`src/srd_pkg.sv`:
```
`default_nettype none
package srd_pkg;

    localparam int HDR_CNT_W = 10;
    localparam int POS_W     = 24;

    localparam logic [1:0] PH_FLAG  = 2'd0;
    localparam logic [1:0] PH_YSTEP = 2'd1;
    localparam logic [1:0] PH_XSTEP = 2'd2;

    localparam logic [7:0] FLAG_NEG_X     = 8'h20;
    localparam logic [7:0] FLAG_NEG_Y     = 8'h40;
    localparam logic [7:0] FLAG_CHG_MASK  = 8'h98;
    localparam logic [7:0] FLAG_CHG_CODE  = 8'h88;
    localparam logic [7:0] FLAG_HIDDEN    = 8'h01;

    typedef struct packed {
        logic [7:0] data_byte;
        logic       last_byte;
    } t_in_item;

    typedef struct packed {
        logic signed [POS_W-1:0] pos_x;
        logic signed [POS_W-1:0] pos_y;
        logic                    point_visible;
        logic                    color_change;
        logic [7:0]              color_slot;
        logic                    default_color;
        logic                    end_of_stream;
    } t_out_item;

endpackage
`default_nettype wire

```
`src/stitch_record_decoder.sv`:
```
`default_nettype none
// A result goes into the single result register as the x step byte of its record is taken;
// it refills while read out. Throughput: one byte per cycle unless output stalls.
// Reset: synchronous, active low; clears parser state, positions, colour and palette count.
// A byte flagged last returns the parser to its reset state (palette count holds).
module stitch_record_decoder
    import srd_pkg::*;
#(
    parameter int HEADER_BYTES = 512,
    parameter int COORD_WIDTH  = 24
) (
    input  wire logic       i_clk,
    input  wire logic       i_rst_n,
    input  wire logic       i_in_valid,
    output logic            o_in_ready,
    input  wire t_in_item   i_in_item,
    output logic            o_out_valid,
    input  wire logic       i_out_ready,
    output t_out_item       o_out_item,
    input  wire logic       i_cfg_valid,
    output logic            o_cfg_ready,
    input  wire logic [7:0] i_cfg_data
);

    logic [HDR_CNT_W-1:0]          r_hdr_cnt,  n_hdr_cnt;
    logic [1:0]                    r_phase,    n_phase;
    logic [7:0]                    r_flag,     n_flag;
    logic [7:0]                    r_ystep,    n_ystep;
    logic signed [COORD_WIDTH-1:0] r_run_x,    n_run_x;
    logic signed [COORD_WIDTH-1:0] r_run_y,    n_run_y;
    logic [7:0]                    r_color,    n_color;
    logic                          r_over,     n_over;
    logic [7:0]                    r_palette;
    logic                          r_out_valid;
    t_out_item                     r_out,      n_out;

    logic                          accept;
    logic                          produce;
    logic                          change;
    logic [8:0]                    next_slot;
    logic signed [COORD_WIDTH-1:0] step_x, step_y;
    logic signed [31:0]            ext_x, ext_y;

    assign o_cfg_ready = 1'b1;
    assign o_in_ready  = !r_out_valid || i_out_ready;
    assign accept      = i_in_valid && o_in_ready;

    srd_axis_step #(.COORD_WIDTH(COORD_WIDTH)) u_step_x (
        .i_run    (r_run_x),
        .i_step   (i_in_item.data_byte),
        .i_negate ((r_flag & FLAG_NEG_X) != 8'h00),
        .o_run    (step_x)
    );

    srd_axis_step #(.COORD_WIDTH(COORD_WIDTH)) u_step_y (
        .i_run    (r_run_y),
        .i_step   (r_ystep),
        .i_negate ((r_flag & FLAG_NEG_Y) != 8'h00),
        .o_run    (step_y)
    );

    assign change    = (r_flag & FLAG_CHG_MASK) == FLAG_CHG_CODE;
    assign next_slot = {1'b0, r_color} + 9'd1;

    always_comb begin
        n_hdr_cnt = r_hdr_cnt;
        n_phase   = r_phase;
        n_flag    = r_flag;
        n_ystep   = r_ystep;
        n_run_x   = r_run_x;
        n_run_y   = r_run_y;
        n_color   = r_color;
        n_over    = r_over;
        produce   = 1'b0;

        if (r_hdr_cnt < HDR_CNT_W'(HEADER_BYTES)) begin
            n_hdr_cnt = r_hdr_cnt + 1'b1;
        end else begin
            case (r_phase)
                PH_YSTEP: begin
                    n_ystep = i_in_item.data_byte;
                    n_phase = PH_XSTEP;
                end
                PH_XSTEP: begin
                    n_run_x = step_x;
                    n_run_y = step_y;
                    if (change) begin
                        if (next_slot < {1'b0, r_palette}) begin
                            n_color = next_slot[7:0];
                        end else begin
                            n_over = 1'b1;
                        end
                    end
                    produce = 1'b1;
                    n_phase = PH_FLAG;
                end
                default: begin
                    n_flag  = i_in_item.data_byte;
                    n_phase = PH_YSTEP;
                end
            endcase
        end

        ext_x = 32'(n_run_x);
        ext_y = 32'(n_run_y);

        n_out.pos_x         = ext_x[POS_W-1:0];
        n_out.pos_y         = ext_y[POS_W-1:0];
        n_out.point_visible = (r_flag & FLAG_HIDDEN) == 8'h00;
        n_out.color_change  = change;
        n_out.color_slot    = n_color;
        n_out.default_color = n_over || (r_palette == 8'd0);
        n_out.end_of_stream = i_in_item.last_byte;
    end

    always_ff @(posedge i_clk) begin
        if (!i_rst_n) begin
            r_hdr_cnt   <= '0;
            r_phase     <= PH_FLAG;
            r_flag      <= '0;
            r_ystep     <= '0;
            r_run_x     <= '0;
            r_run_y     <= '0;
            r_color     <= '0;
            r_over      <= 1'b0;
            r_palette   <= '0;
            r_out_valid <= 1'b0;
        end else begin
            if (i_cfg_valid) begin
                r_palette <= i_cfg_data;
            end
            if (accept) begin
                r_out_valid <= produce;
                if (i_in_item.last_byte) begin
                    // drop whatever record or header was in progress
                    r_hdr_cnt <= '0;
                    r_phase   <= PH_FLAG;
                    r_flag    <= '0;
                    r_ystep   <= '0;
                    r_run_x   <= '0;
                    r_run_y   <= '0;
                    r_color   <= '0;
                    r_over    <= 1'b0;
                end else begin
                    r_hdr_cnt <= n_hdr_cnt;
                    r_phase   <= n_phase;
                    r_flag    <= n_flag;
                    r_ystep   <= n_ystep;
                    r_run_x   <= n_run_x;
                    r_run_y   <= n_run_y;
                    r_color   <= n_color;
                    r_over    <= n_over;
                end
            end else if (i_out_ready) begin
                r_out_valid <= 1'b0;
            end
        end
    end

    always_ff @(posedge i_clk) begin
        if (accept && produce) begin
            r_out <= n_out;
        end
    end

    assign o_out_valid = r_out_valid;
    assign o_out_item  = r_out;

endmodule
`default_nettype wire

```
`src/srd_axis_step.sv`:
```
`default_nettype none
module srd_axis_step #(
    parameter int COORD_WIDTH = 24
) (
    input  wire logic signed [COORD_WIDTH-1:0] i_run,
    input  wire logic        [7:0]             i_step,
    input  wire logic                          i_negate,
    output logic signed      [COORD_WIDTH-1:0] o_run
);

    logic signed [COORD_WIDTH:0] step_ext;
    logic signed [COORD_WIDTH:0] sum;

    always_comb begin
        step_ext = (COORD_WIDTH+1)'(signed'(i_step));
        if (i_negate) begin
            step_ext = -step_ext;
        end
        sum = {i_run[COORD_WIDTH-1], i_run} + step_ext;
        // clamp when the top two bits disagree
        if (sum[COORD_WIDTH] != sum[COORD_WIDTH-1]) begin
            o_run = sum[COORD_WIDTH] ? {1'b1, {(COORD_WIDTH-1){1'b0}}}
                                     : {1'b0, {(COORD_WIDTH-1){1'b1}}};
        end else begin
            o_run = sum[COORD_WIDTH-1:0];
        end
    end

endmodule
`default_nettype wire

```
`config.mk`:
```
export PLATFORM = sky130hd
export DESIGN_NAME = stitch_record_decoder
export DESIGN_NICKNAME = d
export VERILOG_FILES = /design/src/srd_pkg.sv /design/src/stitch_record_decoder.sv /design/src/srd_axis_step.sv
export SDC_FILE = /design/constraint.sdc
export NUM_CORES = 1
export LEC_CHECK = 0
export BUFFER_PORTS_ARGS = -buffer_cell sky130_fd_sc_hd__buf_2
export CAP_MARGIN = 20
export CORE_MARGIN = 2
export CORE_UTILIZATION = 63
export CTS_BUF_LIST = sky130_fd_sc_hd__clkbuf_4
export DETAILED_ROUTE_END_ITERATION = 10
export GPL_ROUTABILITY_DRIVEN = 0
export GPL_TIMING_DRIVEN = 0
export PLACE_DENSITY = 0.89
export RECOVER_POWER = 25
export SLEW_MARGIN = 20
export SYNTH_ARGS = -nofsm -noshare
export SYNTH_HDL_FRONTEND = slang
export SYNTH_SLANG_ARGS = --single-unit
```
`constraint.sdc`:
```
create_clock -name i_clk -period 5.6 [get_ports i_clk]
set_input_delay 1.68 -clock i_clk [delete_from_list [all_inputs] [get_ports i_clk]]
set_output_delay 1.68 -clock i_clk [all_outputs]
set_load 0.02 [all_outputs]
```
; Word level (Yosys, flattened, before mapping)
; Index checks and enable logic that the tools add are counted.
[word_totals]
in_bits = 22
regBits = 154
word_cells = 84
[classes]
mux = 37
n_reduce_logical = 15
n_eq_ne = 7
order_cmp = 2
add_sub_neg = 6
[ops]
columns = op, count
row1 = 24-bit 2-to-1 mux, 10
row2 = 8-bit 2-to-1 mux, 11
row3 = 25-bit adder, 2
row4 = 25-bit 2-to-1 mux, 2
row5 = 8-bit negator with 25-bit output, 2
row6 = 10-bit 2-to-1 mux, 2
row7 = 8-bit logical NOT, 2
row8 = 10-bit by 1-bit adder with 10-bit output (second input constant), 1
row9 = 10-bit < comparator (second input constant), 1
row10 = 8-bit by 1-bit adder with 9-bit output (second input constant), 1
row11 = 9-bit by 8-bit < comparator with 1-bit output, 1
row12 = 1-bit 2-to-1 mux, 9
row13 = 3-bit AND reduction, 2
row14 = 2-bit nonzero test, 3
row15 = 2-bit 2-to-1 mux, 2
row16 = 2-bit case mux with 2 select lines, 1
row17 = 2-bit AND reduction, 2
row18 = 3-bit == test (second input constant), 1
row19 = 2-bit by 1-bit == test with 1-bit output (second input constant), 1
row20 = 2-bit == test (second input constant), 1
row21 = 1-bit logical AND, 2
row22 = 1-bit logical OR, 2
row23 = 1-bit != test, 2
row24 = 2-bit by 1-bit != test with 1-bit output (second input constant), 1
row25 = other kinds (3), 3

; Depth between registers and ports, before layout
[logic_depth]
ltp_word = 8
ltp_mapped = 20
mapped_depth_nobuf = 18

; Modules after synthesis
; Synthesis repeated with hierarchy kept, for this count alone.
[unflattened]
hier_cells = 1055
area_unflattened_um2 = 9988.3
[by_module_without_submodules]
columns = mod, instances, cells_per_inst, area_per_inst_um2, seq_area_each_um2
row1 = stitch_record_decoder, 1, 570, 6388.6, 3643.5
row2 = srd_axis_step at u_step_x, 1, 240, 1859.3, 0.0
row3 = srd_axis_step at u_step_y, 1, 245, 1740.4, 0.0

; Least setup slack after synthesis
; Ideal clock, no wire load.
[synth_path]
path_kind = input to register
start = input port i_out_ready
end = register r_out (netlist bit o_out_item[0]) (enable)
slack_ps = 320
setup_ps = 478
path_stages = 4
t_arrival_ps = 4802
required_time_ps = 5122
path_cell_list = nand2b_1 -> nand2_1 -> clkbuf_1 -> nor2_1
[synth_between]
elab_chain_cells = 3
[synth_lines]
columns = element, line_no
row1 = "start, declared", stitch_record_decoder.sv:18  ; input wire logic i_out_ready,
row2 = 1-bit logical OR, stitch_record_decoder.sv:45  ; assign o_in_ready = !r_out_valid || i_out_ready;
row3 = 1-bit logical AND, stitch_record_decoder.sv:46  ; assign accept = i_in_valid && o_in_ready;
row4 = 1-bit logical AND, stitch_record_decoder.sv:161  ; if (accept && produce) begin
row5 = "end signal, assigned", stitch_record_decoder.sv:162  ; r_out <= n_out;
row6 = "end, declared", stitch_record_decoder.sv:35  ; t_out_item r_out, n_out;
; No other way between the ends.
; A chain may end at the register's enable or synchronous reset.

==> results.toml <==
[sta]
period_share = 0.969
whs_ps = 481
worst_pin_slew_ps = 990
finalSetupTns_ps = 0
rsz0062_at_grt = "no"
clock_skew_ps = 18.3
hold_violations = 0
fmax_ghz = 0.184
slew_viol_final = 0
period_needed_ps = 5420
worst_slew_margin_rel = 0.333
setup_viol = 0

[clock_network]
clock_path_buffers = 2
clock-root-buffer = "clkbuf_4"
numCtsBuffers = 17
postCtsResizedCells = 0
htree_levels = 4
clk_pin_slew_ps = 140
holdBufCountCts = 0
clock_sinks = 152
clock_latency_ps = 580
post_cts_buffers = 0
cts_tree = "yes"

[finish]
drive_gt1_frac = 0.0996
mostFrequentLayoutCells = "nand2_1, a21oi_1, nor2_1"
multi_input_area_sq_um = 5760
fin_nets = 1324
seq_area_sq_um = 3640
areaGrowthSynthToFinish_pct = 9.54
final_cells = 1435
fin_area_sq_um = 10700
layout_commonest_cell = "nand2_1"
num-fill-cells = 1173

[logic_synthesis]
netlist_area_sq_um = 9790
yosysTopAreaCell = "dfxtp_1"
synth_top_area_frac = 0.188
synth-seq-cells = 152
synth_seq_area_share = 0.372
synth_area_leaders = "dfxtp_1, edfxtp_1, ha_1"
ys_types = 78
synth_fp_nets = 1221
yosysWarnings = 0
syn_avg_cell_area_sq_um = 8.67
synth_edf_count = 60
synthFlopType = "dfxtp_1"
syn_inst = 1129
async_flop_share = 0

[setup_path]
slowest_stage = "or4_1"
arrival_ps = 5840
critPathMaxFanout = 10
worstSetupPathType = "input port to register"
start_kind = "input port"
crit_path_cell_trace = "buf_2 > or4_1 > nor2_1 > inv_1 > ha_1 > a21oi_1 > ha_1 > o21ai_0 > a21oi_1 > o21ai_2 > a211o_1 > a21o_1 > a211oi_4 > buf_2 > buf_4 > a21oi_1 > o21ai_1"
cp-startpoint = "i_in_item[6]"
cp-end-kind = "register"
timing.rr.start = "r_ystep[2]$_SDFFE_PN0P_"
cpMostUsedCell = "a21oi_1"
slowest_delay_ps = 560
required_ps = 6020

[pwr]
p_sw_uw = 573
intPower_uw = 1490
pwr-share-comb = 0.102
leakage_uw = 0.00420
seqPwrFrac = 0.558
switching_share = 0.278
ir_drop_mv = 0.107
p_total_uw = 2060
clockPowerShare = 0.340
powerDensity_nw_per_um2 = 192

[outcome]
status = "finished clean"

[routing]
met3_length_um = 2190
met1Wirelength_um = 10300
maxUsedRoutingLayer = "met5"
detail_route.wl_per_cell_um = 17.7
routed_wl_um = 25400
num_vias = 9128
first_pass_iters = 5
detail-route-antenna-nets = 0
met2_wirelength_um = 11900
via_per_inst = 6.36
drc = 0
first_iter_violations = 1119

[hold_path]
min_path_type = "register to register"
hp-start = "r_flag[0]$_SDFFE_PN0P_"

[die]
fp.dieW_um = 129
io_pins = 85
coreArea_sq_um = 15200
die_height_um = 129
core.rowCount = 45
die_area_sq_um = 16600
initial_core_util = 0.644

[global_routing]
overflow = 0
grt_max_degree = 27
grtUsageTotal = 0.307
antenna_found_initial = 3
grt_pass1_vias = 8397
grt_pass1_wl_um = 40400

[placement]
placed_cell_area_sq_um = 10500
port-buffer-count = 82
place_hpwl_um = 18800
dp_cells = 1401

[flow_run]
cap_violations = 0
## logic make-up (layout without fill, tap and decap cells)
logic type | after synthesis | in the layout | share of synthesized area
compound gates | 365 | 365 | 0.240
xor+xnor | 69 | 69 | 0.0617
fa+ha+maj | 76 | 76 | 0.0975
buf+inv | 95 | 211 | 0.0413
flops | 152 | 152 | 0.372
mux | 21 | 21 | 0.0227
other cells | 1 | 3 | 0.000383
simple gates | 350 | 350 | 0.164
## worst max-delay path, delay by kind of cell
| family | cells | cell delay (ps) |
|---|---|---|
| compound gates | 9 | 1870 |
| fa+ha+maj | 2 | 660 |
| buf+inv | 4 | 740 |
| simple gates | 2 | 880 |
## final timing paths
path / slack, ps / depth (start not counted) / end
max: 180 / 17 / o_out_item[49]$_DFFE_PP_
min: 480 / 1 / o_out_item[11]$_DFFE_PP_
max reg2reg: 560 / 17 / o_out_item[12]$_DFFE_PP_
min reg2reg: 480 / 1 / o_out_item[11]$_DFFE_PP_
## flip-flops by register name (all words and copies together), names as in the netlist
register and flops:
o_out_item 60, r_run_x 24, r_run_y 24, r_hdr_cnt 10, r_color 8, r_palette 8, r_ystep 8, r_flag 6
r_phase 2, o_out_valid 1, r_over 1
## power groups by stage
| stage | clock network [uW] | logic [uW] | registers [uW] |
|---|---|---|---|
| 4_1_cts | 699 | 206 | 1150 |
| 5_1_grt | 746 | 230 | 1150 |
| 2_1_floorplan | 0 | 148 | 1180 |
| 3_3_place_gp | 0 | 197 | 1180 |
| 3_5_place_dp | 0 | 204 | 1180 |
| 6_report | 701 | 211 | 1150 |
## cell usage after synthesis (13+ instances only)
cell type,number
o211ai_1,13
a221o_1,25
nand2_1,127
xnor2_1,46
o21ai_0,87
xor2_1,23
inv_1,39
nor2_1,97
ha_1,68
nand3_1,22
nor3_1,21
a21oi_1,105
o21ai_1,30
clkbuf_1,30
dfxtp_1,92
or3_1,17
edfxtp_1,60
a21o_1,22
## routing by layer
| layer | track usage | vias to the layer above |
|---|---|---|
| met5 | 0 | - |
| met2 | 0.511 | 485 |
| met1 | 0.389 | 4217 |
| met4 | 0.150 | 2 |
| met3 | 0.0495 | 95 |
| li1 | - | 4329 |
## final cells by class
cell class	count	area share
clock inverters	14	0.0136
well taps	188	0.0219
plain buffers	54	0.0234
diodes	2	0.000467
inverters	41	0.0143
flip-flops and latches	152	0.340
repair buffers	84	0.0372
clock buffers	18	0.0126
multi-input cells	882	0.537
## per-stage QoR
step | util | setup slack, ps
floorplan | - | 320
global placement | 0.687 | -949
detailed placement | 0.691 | -360
CTS | 0.709 | 208
global route | 0.705 | 31.7
finish | 0.706 | 175
(Power assumes the default switching activity.)
